$ cat src/gbts_pkg.sv
package gbts_pkg;

    // default store size in characters
    localparam int DEF_CAPACITY = 1024;

    // request and result field widths
    localparam int KIND_W   = 3;
    localparam int CH_W     = 8;
    localparam int CNT_W    = 11;
    localparam int POS_W    = 11;
    localparam int DELTA_W  = 12;
    localparam int STATUS_W = 2;

    // request kinds
    localparam logic [KIND_W-1:0] KIND_INSERT = 3'd0;
    localparam logic [KIND_W-1:0] KIND_ERASE  = 3'd1;
    localparam logic [KIND_W-1:0] KIND_SET    = 3'd2;
    localparam logic [KIND_W-1:0] KIND_MOVE   = 3'd3;
    localparam logic [KIND_W-1:0] KIND_READ   = 3'd4;

    // result status codes
    localparam logic [STATUS_W-1:0] STATUS_OK    = 2'd0;
    localparam logic [STATUS_W-1:0] STATUS_FULL  = 2'd1;
    localparam logic [STATUS_W-1:0] STATUS_RANGE = 2'd2;

    // controller to datapath commands
    typedef struct packed {
        logic accept;
        logic move_en;
        logic load_out;
    } t_dp_cmd;

    // datapath to controller status
    typedef struct packed {
        logic go_move;
        logic move_busy;
    } t_dp_sts;

endpackage

$ cat src/gbts_ctrl.sv
module gbts_ctrl (
    input  logic              i_clk,
    input  logic              i_rst_n,
    input  logic              i_in_valid,
    output logic              o_in_stall,
    output logic              o_out_valid,
    input  logic              i_out_stall,
    output gbts_pkg::t_dp_cmd o_cmd,
    input  gbts_pkg::t_dp_sts i_sts
);

    localparam logic [1:0] S_IDLE = 2'd0;
    localparam logic [1:0] S_MOVE = 2'd1;
    localparam logic [1:0] S_FIN  = 2'd2;

    logic [1:0] r_state;
    logic [1:0] n_state;
    logic       r_out_valid;
    logic       out_free;
    logic       load_out;
    logic       accept;

    // result register can take a new result
    assign out_free = !r_out_valid || !i_out_stall;
    assign load_out = (r_state == S_FIN) && out_free;

    // a new request enters when idle or while the last result is handed off
    assign o_in_stall = !((r_state == S_IDLE) || load_out);
    assign accept     = i_in_valid && !o_in_stall;

    assign o_cmd.accept   = accept;
    assign o_cmd.move_en  = (r_state == S_MOVE);
    assign o_cmd.load_out = load_out;
    assign o_out_valid    = r_out_valid;

    // next state
    always_comb begin
        n_state = r_state;
        unique case (r_state)
            S_IDLE, S_FIN: begin
                if (accept) begin
                    n_state = i_sts.go_move ? S_MOVE : S_FIN;
                end else if (load_out) begin
                    n_state = S_IDLE;
                end
            end
            S_MOVE: begin
                if (!i_sts.move_busy) begin
                    n_state = S_FIN;
                end
            end
            default: n_state = S_IDLE;
        endcase
    end

    // state and result valid
    always_ff @(posedge i_clk) begin
        if (!i_rst_n) begin
            r_state     <= S_IDLE;
            r_out_valid <= 1'b0;
        end else begin
            r_state <= n_state;
            if (load_out) begin
                r_out_valid <= 1'b1;
            end else if (!i_out_stall) begin
                r_out_valid <= 1'b0;
            end
        end
    end

endmodule

$ cat config.mk
export PLATFORM = sky130hd
export DESIGN_NAME = gbts_ctrl
export DESIGN_NICKNAME = d
export VERILOG_FILES = /design/src/gbts_pkg.sv /design/src/gbts_ctrl.sv
export SDC_FILE = /design/constraint.sdc
export NUM_CORES = 1
export LEC_CHECK = 0
export BUFFER_PORTS_ARGS = -buffer_cell sky130_fd_sc_hd__buf_2
export CORE_AREA = 2 2 39 41
export CTS_CLUSTER_SIZE = 25
export DETAILED_ROUTE_END_ITERATION = 8
export DIE_AREA = 0 0 41 43
export PLACE_DENSITY = 0.38
export SETUP_SLACK_MARGIN = 0.2
export SYNTH_ARGS = -nofsm -noshare
export SYNTH_HDL_FRONTEND = slang
export SYNTH_SLANG_ARGS = --single-unit
export TNS_END_PERCENT = 5
$ cat constraint.sdc
create_clock -name i_clk -period 1.45 [get_ports i_clk]
set_clock_uncertainty 0.2 [all_clocks]
set_input_delay 0.145 -clock i_clk [delete_from_list [all_inputs] [get_ports i_clk]]
set_output_delay 0.145 -clock i_clk [all_outputs]
set_load 0.01 [all_outputs]
---- After elaboration in Yosys (flattened, before gate mapping) ----
Cells that the tools add are included.
storage, ports and cells
  bits in registers ....................... 3
  output and inout bits ................... 5
  word-level logic and storage cells ...... 24
cells by class
  equal/unequal tests ..................... 5
  mux-type cells .......................... 7
  reduce and logical (&&, ||, !) cells .... 10
operators by type and width
  kind                                                  number
  two-way mux 2 bit                                     4
  case mux 2 bit (2 select lines)                       1
  zero test 1 bit                                       3
  != test 3 bit (second input constant)                 1
  equality test 2 x 1 -> 1 bit (second input constant)  1
  equality test 2 bit (second input constant)           1
  logical AND 1 bit                                     2
  zero test 2 bit                                       1
  logical OR 1 bit                                      2
  two-way mux 1 bit                                     2
  != test 2 x 1 -> 1 bit (second input constant)        1
  != test 2 bit (second input constant)                 1
  AND reduction 2 bit                                   1
  OR reduction 2 bit                                    1

---- Depth between registers and ports, before layout ----
Gate-level depths: netlist of run 1.
  word-level depth ........................ 7
  depth in mapped cells ................... 3

---- Worst setup path after synthesis of run 1 ----
OpenSTA, ideal clock, no wires.
  path type ............................... flip-flop to flip-flop
  start point ............................. register r_state[0]
  end point ............................... register r_state[1]
  arrival time ............................ 0.914 ns
  setup slack ............................. 0.276 ns
  cell stages (with the launch flop) ...... 4
  path buffers ............................ 0
  clock period less this slack ............ 1.174 ns
  path through ............................ dfxtp_1 -> or3b_1 -> o221ai_1 -> o311a_1
between the ends
  longest elaborated chain between the ends .. 6
  elaborated cells between the ends (all ways) .. 12
RTL lines
  item                                                                           RTL line                          text
  start, declared                                                                gbts_ctrl.sv:16                   logic [1:0] r_state;
  start signal, assigned                                                         gbts_ctrl.sv:62                   r_state <= n_state;
  equality test 2 bit                                                            gbts_ctrl.sv:25, gbts_ctrl.sv:39
  logical AND 1 bit                                                              gbts_ctrl.sv:25                   assign load_out = (r_state == S_FIN) && out_free;
  logical OR 1 bit                                                               gbts_ctrl.sv:28                   assign o_in_stall = !((r_state == S_IDLE) || load_out);
  logical AND 1 bit                                                              gbts_ctrl.sv:29                   assign accept = i_in_valid && !o_in_stall;
  two-way mux 2 bit / != test 3 bit (equally long branches)                      -
  case mux 2 bit (2 select lines) / AND reduction 2 bit (equally long branches)  -
Several ways; a longest one is shown, not always the timed one.
A chain may end at the register's enable or synchronous reset.

==> results of run 1 <==
==> path summary, 6_finish.rpt <==
| kind | from | to | slack (ns) |
|---|---|---|---|
| setup / recovery | r_state[1]$_SDFFE_PN0P_ | o_cmd[2] | 0.14 |
| hold / removal | i_sts[1] | r_state[1]$_SDFFE_PN0P_ | 0.15 |
| setup reg to reg | r_state[0]$_SDFFE_PN0P_ | r_state[1]$_SDFFE_PN0P_ | 0.23 |
| hold reg to reg | o_out_valid$_SDFFE_PN0P_ | o_out_valid$_SDFFE_PN0P_ | 0.29 |
==> cell usage after synthesis <==
cell type and count:
nand2b_1 2, o221ai_1 1, o311a_1 1, dfxtp_1 3, nand3_1 2, and2_1 1
nand2_1 2, or3b_1 1, buf_4 2, nand4_1 1, nor2b_1 3, a21boi_1 1
a21oi_1 1
==> metrics by stage <==
| step | util | hold slack [ns] | setup slack, ns | instance area [um2] |
|---|---|---|---|---|
| global route | 0.257 | 0.173 | 0.0918 | 355 |
| floorplan | - | 0.0679 | 0.276 | 176 |
| global placement | 0.167 | 0.181 | 0.224 | 231 |
| finish | 0.257 | 0.145 | 0.140 | 355 |
| CTS | 0.254 | 0.128 | 0.130 | 352 |
| detailed placement | 0.167 | 0.180 | 0.230 | 231 |
==> critical path, cell delays in order (launching register included) <==
cell and delay (ns):
dfxtp_4 0.38, nand3_4 0.08, and2_1 0.14, buf_2 0.13
==> cells by family after synthesis <==
group | Yosys count
AOI/OAI and AO/OA | 4
buffers and inverters | 2
DFF | 3
and+or+nand+nor | 12
==> final cells by class <==
class / count / area share
flip-flops and latches: 3 / 0.187
multi-input cells: 16 / 0.366
well taps: 16 / 0.0563
clock buffers: 4 / 0.0739
repair buffers: 17 / 0.317
==> report_power, final <==
part / internal, uW / switching [uW] / total (uW)
Clock: 104 / 48.8 / 152
Sequential: 89.9 / 11.1 / 101
Combinational: 40.3 / 26.7 / 67.0
==> sequential cells by signal (all words and copies together), names as in the netlist <==
register and cells:
o_out_valid 1, r_state 2
==> routing by layer <==
layer / share of wire / vias to the layer above / global-route usage
li1: - / 113 / -
met1: 0.40 / 97 / 0.0703
met2: 0.51 / 8 / 0.103
met3: 0.056 / 2 / 0
met4: 0.026 / 0 / 0.120
met5: 0 / - / 0
==> what timing repair did <==
action | CTS | global route
endpoints found under the hold margin | 3 | 0
gates resized for setup | 9 | 1
hold buffers | 4 | 0
setup buffers | 3 | 0
endpoints found under the setup margin | 4 | 5
==> flow_metrics.tcl, run 1 <==
set metrics [dict create \
    finalWirelength_um 534 \
    grt_pass1_vias 210 \
    drc 0 \
    track_usage 0.0731 \
    yosysTopAreaCell "dfxtp_1" \
    drv_cap 0 \
    max_freq_mhz 763 \
    die_y_um 43 \
    antenna_cells 0 \
    dp_cells 45 \
    min_path_type "input pin to register" \
    synth_mux_area_frac 0 \
    status "finished, final reports clean" \
    io_buffer_count 10 \
    syn_to_final_growth_pct 101 \
    synth_cell_type_count 13 \
    worstSetupPathType "register to primary output" \
    end_kind "primary output" \
    synth_xor_area_frac 0 \
    clock_sinks 3 \
    drtIter0Drc 5 \
    die_w_um 41 \
    cts_buffer_depth 2 \
    post_drt_via_cell_ratio 3.93 \
    start_util 0.127 \
    max_slew_margin 0.892 \
    fin_cells 56 \
    rows 14 \
    clk_pin_slew_ns 0.04 \
    dp_hpwl_um 333 \
    antenna_found_initial 0 \
    hold_depth 4 \
    ios 11 \
    final_hold_viol_count 0 \
    fin_setup_tns_ns 0 \
    synthSimpleGateAreaFrac 0.397 \
    multi_input_area_um2 130 \
    nFillCells 161 \
    synth_fp_nets 27 \
    finalCriticalPeriod_ns 1.31 \
    drt-wirelength-per-cell_um 9.54 \
    min_period_over_period 0.904 \
    peakVddDrop_v 0.000251 \
    synth_top_area_frac 0.340 \
    crit_required_ns 1.11 \
    cts_buffers 3 \
    overflow 0 \
    clk_latency_ns 0.24 \
    postRouteAntennaNets 0 \
    power_uw 320 \
    cts_root_buffer "clkbuf_4" \
    synthCells 21 \
    power.leakage_uw 0.000163 \
    rsz0062_at_grt "yes" \
    powerDensity_nw_per_um2 902 \
    final_cell_mix "10 x buf_2, 4 x dlygate4sd3_1, 3 x clkbuf_4, 3 x buf_4" \
    synth-warning-count 0 \
    gp_congestion 0.632 \
    vias 220 \
    avgSynthCellArea_um2 8.40 \
    setup_viol 0 \
    nets 47 \
    regArea_um2 66.3 \
    tritoncts "done" \
    worstRegToRegCells 3 \
    final_common_cell "buf_2" \
    max_slew.worst_pin.slew_ns 0.162 \
    synth_top_family_by_area "simple AND/OR/NAND/NOR gates" \
    startpoint_type "register" \
    slew_viol_final 0 \
    worst-path-max-fanout 4 \
    synth-compound-area-share 0.177 \
    worst_ep_arrival_time_ns 0.97 \
    syn_area_um2 176 \
    drtPass1Iterations 2 \
    synthTopCellsByArea "dfxtp_1 34%, nor2b_1 11%, buf_4 8.5%, nand2b_1 7.1%, nand3_1 5.7%" \
    htree_levels 1 \
    grt_pass1_wl_um 779 \
    yosysSeqAreaShare 0.340 \
    die_area_um2 1760 \
    drive_gt1_frac 0.600 \
    ys_ff_latch 3 \
    core-area_um2 1380 \
    synth-adder-area-share 0 \
    grt_max_degree 8 \
]
Power figures use the tool's default switching activity.
==> inputs of run 2 (changes only) <==
--- a/config.mk
+++ b/config.mk
@@ -12,4 +12,5 @@
 export DIE_AREA = 0 0 41 43
 export PLACE_DENSITY = 0.38
+export RECOVER_POWER = 100
 export SETUP_SLACK_MARGIN = 0.2
 export SYNTH_ARGS = -nofsm -noshare
--- a/constraint.sdc
+++ b/constraint.sdc
@@ -3,3 +3,3 @@
 set_input_delay 0.145 -clock i_clk [delete_from_list [all_inputs] [get_ports i_clk]]
 set_output_delay 0.145 -clock i_clk [all_outputs]
-set_load 0.01 [all_outputs]
+set_load 0.05 [all_outputs]
==> flow_metrics.tcl, run 2 (same netlist as run 1, synthesis figures left out) <==
set metrics [dict create \
    status "finished, final reports clean" \
    track_usage 0.0821 \
    startpoint_type "register" \
    final_cell_mix "5 x buf_2, 4 x clkbuf_4, 4 x dlygate4sd3_1, 4 x buf_4, 3 x dfxtp_4" \
    clk_latency_ns 0.23 \
    io_buffer_count 10 \
    cts_buffer_depth 2 \
    cts_root_buffer "clkbuf_4" \
    max_freq_mhz 726 \
    postRouteAntennaNets 0 \
    min_period_over_period 0.950 \
    core-area_um2 1380 \
    clk_pin_slew_ns 0.04 \
    rsz0062_at_grt "yes" \
    min_to "r_state[1]$_SDFFE_PN0P_" \
    worst_ep_arrival_time_ns 1.03 \
    nFillCells 157 \
    nets 47 \
    worst-path-max-fanout 6 \
    postLayoutCellArea_um2 385 \
    worstRegToRegCells 3 \
    antenna_cells 0 \
    largest_register "r_state" \
    finalWirelength_um 519 \
    gp_congestion 0.589 \
    hold_depth 4 \
    die_w_um 41 \
    start_util 0.127 \
    r2r-end "r_state[1]$_SDFFE_PN0P_" \
    worstReg2RegStart "r_state[0]$_SDFFE_PN0P_" \
    drc 0 \
    min_path_type "input pin to register" \
    drt-wirelength-per-cell_um 9.27 \
    grt_max_degree 7 \
    slew_viol_final 0 \
    finalCriticalPeriod_ns 1.38 \
    holdCritStartpoint "i_sts[1]" \
    die_area_um2 1760 \
    dp_cells 45 \
    grt_pass1_vias 230 \
    placedInstanceArea_um2 245 \
    post_drt_via_cell_ratio 3.91 \
    overflow 0 \
    r2r_setup_slack_ns 0.19 \
    grt_pass1_wl_um 834 \
    end_kind "primary output" \
    crit_required_ns 1.11 \
    syn_to_final_growth_pct 118 \
    htree_levels 1 \
    vias 219 \
    fin_setup_tns_ns 0 \
    drtIter0Drc 0 \
    cts_buffers 3 \
    final_hold_viol_count 0 \
    setup_viol 0 \
    max_slew_margin 0.815 \
    antenna_found_initial 0 \
    tritoncts "done" \
    max_slew.worst_pin.slew_ns 0.279 \
    power.leakage_uw 0.000169 \
    final_common_cell "buf_2" \
    die_y_um 43 \
    drive_gt1_frac 0.625 \
    fin_cells 56 \
    rows 14 \
    peakVddDrop_v 0.000275 \
    final_util 0.278 \
    clock_sinks 3 \
    largest_register_ffs 2 \
    worstSetupPathType "register to primary output" \
    powerDensity_nw_per_um2 919 \
    ios 11 \
    drtPass1Iterations 1 \
    drv_cap 0 \
]
run 2: cell count changes in the layout (fill, tap and decap cells not counted), sizes merged:
cell    previous run  this run
buf               13        10
clkbuf             4         7
run 2: critical path, stage by stage (launching register included):
cell	delay [ns]
dfxtp_4	0.35
nand2b_4	0.14
a21oi_2	0.10
buf_4	0.20
run 2: per-stage QoR:
step	total power [uW]	hold WS (ns)	worst slack, ns
global placement	177	0.188	0.116
global route	386	0.162	0.0273
detailed placement	177	0.177	0.125
finish	354	0.164	0.0726
floorplan	161	0.0679	0.179
CTS	369	0.152	0.0830
run 2: worst max-delay path by stage:
stage	from	end	slack, ns	depth (start not counted)
3_3_place_gp	r_state[1]$_SDFFE_PN0P_	o_cmd[2]	0.12	3
4_1_cts	r_state[1]$_SDFFE_PN0P_	o_cmd[2]	0.08	3
6_report	r_state[0]$_SDFFE_PN0P_	o_cmd[0]	0.07	3
5_1_grt	r_state[0]$_SDFFE_PN0P_	o_cmd[0]	0.03	3
2_1_floorplan	o_out_valid$_SDFFE_PN0P_	o_cmd[2]	0.18	3
3_5_place_dp	r_state[1]$_SDFFE_PN0P_	o_cmd[2]	0.13	3
run 2: area by class of cell:
class                      instances  area (um2)  area share
clock buffer                       4        26.3      0.0682
multi-input combinational         16         145       0.377
sequential                         3        71.3       0.185
tap                               16        20.0      0.0519
timing repair buffer              17         123       0.318
run 2: report_power, final:
| part | internal, uW | leakage (uW) | switching (uW) |
|---|---|---|---|
| Sequential | 88.3 | 0.0000267 | 13.0 |
| Combinational | 48.7 | 0.000128 | 57.4 |
| Clock | 103 | 0.0000150 | 43.7 |
run 2: layer usage:
metal / vias to the layer above / GRT usage / wire length (um)
met5: - / 0 / 0
met1: 103 / 0.0605 / 177
met4: 0 / 0.120 / 0
li1: 113 / - / -
met3: 0 / 0.0471 / 11
met2: 3 / 0.113 / 330
run 2: what timing repair did:
item,4_1_cts,5_1_grt
pin swaps,1,1
setup endpoints to repair,5,5
hold endpoints to repair,3,0
gates resized for setup,18,0
cloned,0,0
hold buffers,4,0
buffers inserted,3,0
==> inputs of run 3 (changes only) <==
Settings changed: ABC_AREA set to 1, PLACE_DENSITY 0.38 to 0.4.
==> flow_metrics.tcl, run 3 <==
set metrics [dict create \
    vias 246 \
    finalCriticalPeriod_ns 1.33 \
    htree_levels 1 \
    drtIter0Drc 0 \
    die_y_um 43 \
    seqPwrFrac 0.271 \
    ys_ff_latch 3 \
    cts_buffers 3 \
    avgSynthCellArea_um2 6.37 \
    antenna_found_initial 0 \
    clock_sinks 3 \
    slew_viol_final 0 \
    synthCells 32 \
    nFillCells 167 \
    io_buffer_count 10 \
    cts_buffer_depth 2 \
    drtPass1Iterations 1 \
    dp_hpwl_um 382 \
    synth.most_common_cell "inv_1" \
    drc 0 \
    end_kind "primary output" \
    cts_root_buffer "clkbuf_4" \
    drive_gt1_frac 0.571 \
    final_hold_viol_count 0 \
    overflow 0 \
    largest_register_ffs 2 \
    worstRegToRegCells 7 \
    largest_register "r_state" \
    drv_cap 0 \
    cell_internal_pwr_uw 244 \
    setup.worst_path.start "r_state[1]$_SDFFE_PN0P_" \
    gp_congestion 0.660 \
    rsz0062_at_grt "yes" \
    synth_common_cells "9 x inv_1, 5 x nand2_1, 3 x dfxtp_1, 3 x nor2_1" \
    die_area_um2 1760 \
    antenna_cells 0 \
    track_usage 0.0691 \
    max_slew_margin 0.817 \
    syn_area_um2 204 \
    start_util 0.147 \
    grt_pass1_vias 217 \
    setup_viol 0 \
    final_cell_mix "7 x inv_1, 5 x buf_4, 4 x clkbuf_4, 4 x buf_2, 3 x dfxtp_4" \
    final_common_cell "inv_1" \
    synth-warning-count 0 \
    comb_power_share 0.339 \
    async_flop_share 0 \
    clk_pin_slew_ns 0.04 \
    max_slew.worst_pin.slew_ns 0.276 \
    netSwitchingPower_uw 130 \
    min_period_over_period 0.914 \
    core-area_um2 1380 \
    startpoint_type "register" \
    synthTopCellsByArea "dfxtp_1 29%, inv_1 17%, nand2_1 9.2%, buf_4 7.4%, nor2_1 5.5%" \
    worstReg2RegStart "o_out_valid$_SDFFE_PN0P_" \
    r2r_setup_slack_ns 0.27 \
    yosysTopAreaCell "dfxtp_1" \
    holdCritStartpoint "i_out_stall" \
    pwr-share-clk 0.390 \
    postRouteAntennaNets 0 \
    synth_fp_nets 38 \
    synth-edff-count 0 \
    drt-wirelength-per-cell_um 8.03 \
    grt_pass1_wl_um 752 \
    clk_latency_ns 0.23 \
    powerDensity_nw_per_um2 933 \
    post_drt_via_cell_ratio 3.78 \
    crit_required_ns 1.11 \
    tritoncts "done" \
    syn_to_final_growth_pct 96.9 \
    synth_top_area_frac 0.294 \
    power.leakage_uw 0.000217 \
    min_path_type "input pin to register" \
    power_uw 375 \
    grt_max_degree 5 \
    r2r-end "r_state[1]$_SDFFE_PN0P_" \
    status "finished, final reports clean" \
    netSwitchingFraction 0.348 \
    peakVddDrop_v 0.000337 \
    worst-path-max-fanout 4 \
    endpoint "o_cmd[1]" \
    ys.flop_type "dfxtp_1" \
    hold_ws_ns 0.0134 \
    die_w_um 41 \
    yosysSeqAreaShare 0.294 \
    worst_ep_arrival_time_ns 0.98 \
    worstSetupPathType "register to primary output" \
    max_freq_mhz 755 \
    nets 56 \
    finalWirelength_um 522 \
    ios 11 \
    synth_cell_type_count 13 \
    fin_setup_tns_ns 0 \
    rows 14 \
]
run 3: changes by cell type after synthesis, sizes merged, moves of 2 or more:
cell    change
inv         +9
nand2       +4
nor2        +3
nor3        +2
nor2b       -3
nand2b      -2
run 3: what timing repair did:
action | 4_1_cts | 5_1_grt
setup buffers | 3 | 1
gates resized for setup | 20 | 5
hold buffers | 1 | 0
pin swaps | 3 | 3
endpoints found under the setup margin | 4 | 5
hold endpoints to repair | 2 | 0
run 3: layout make-up:
class	count	area, um2	area share
tap	16	20.0	0.0498
sequential	3	71.3	0.178
multi-input combinational	18	135	0.336
clock buffer	4	26.3	0.0654
timing repair buffer	15	110	0.274
inverter	9	38.8	0.0966
run 3: metal layers:
metal	track usage	wire, um
met2	0.100	296
met3	0.0157	36
met5	0	0
met4	0.100	0
met1	0.0605	189
run 3: metrics by stage:
| stage | worst slack (ns) | utilization | area (um2) | cells |
|---|---|---|---|---|
| floorplan | 0.213 | - | 210 | 32 |
| global placement | 0.195 | 0.192 | 265 | 56 |
| detailed placement | 0.194 | 0.192 | 265 | 56 |
| CTS | 0.130 | 0.278 | 385 | 64 |
| global route | 0.0553 | 0.290 | 402 | 65 |
| finish | 0.125 | 0.290 | 402 | 65 |
run 3: critical path, stage by stage (launching register included):
cell,delay [ns]
dfxtp_4,0.36
inv_1,0.07
nand2_2,0.06
inv_1,0.05
clkbuf_4,0.21
run 3: cells by family after synthesis:
group	synth area share
buffers and inverters	0.239
flip-flops	0.294
AO/OA/AOI/OAI	0.0859
AND/OR/NAND/NOR	0.380
run 3: power by group through the flow:
stage	combinational (uW)	sequential, uW	clock [uW]
final	127	102	146
after global routing	137	103	164
after CTS	122	101	155
after detailed placement	92.8	97.4	0
after global placement	92.9	97.3	0
after floorplan	69.6	104	0
run 3: how the worst min path moves through the flow:
stage / to / slack [ns] / cells after the start
after floorplan: r_state[0]$_SDFFE_PN0P_ / 0.06 / 1
after global placement: r_state[0]$_SDFFE_PN0P_ / 0.17 / 2
after detailed placement: r_state[0]$_SDFFE_PN0P_ / 0.17 / 2
after CTS: o_out_valid$_SDFFE_PN0P_ / 0.009 / 3
after global routing: o_out_valid$_SDFFE_PN0P_ / 0.01 / 3
final: o_out_valid$_SDFFE_PN0P_ / 0.01 / 3
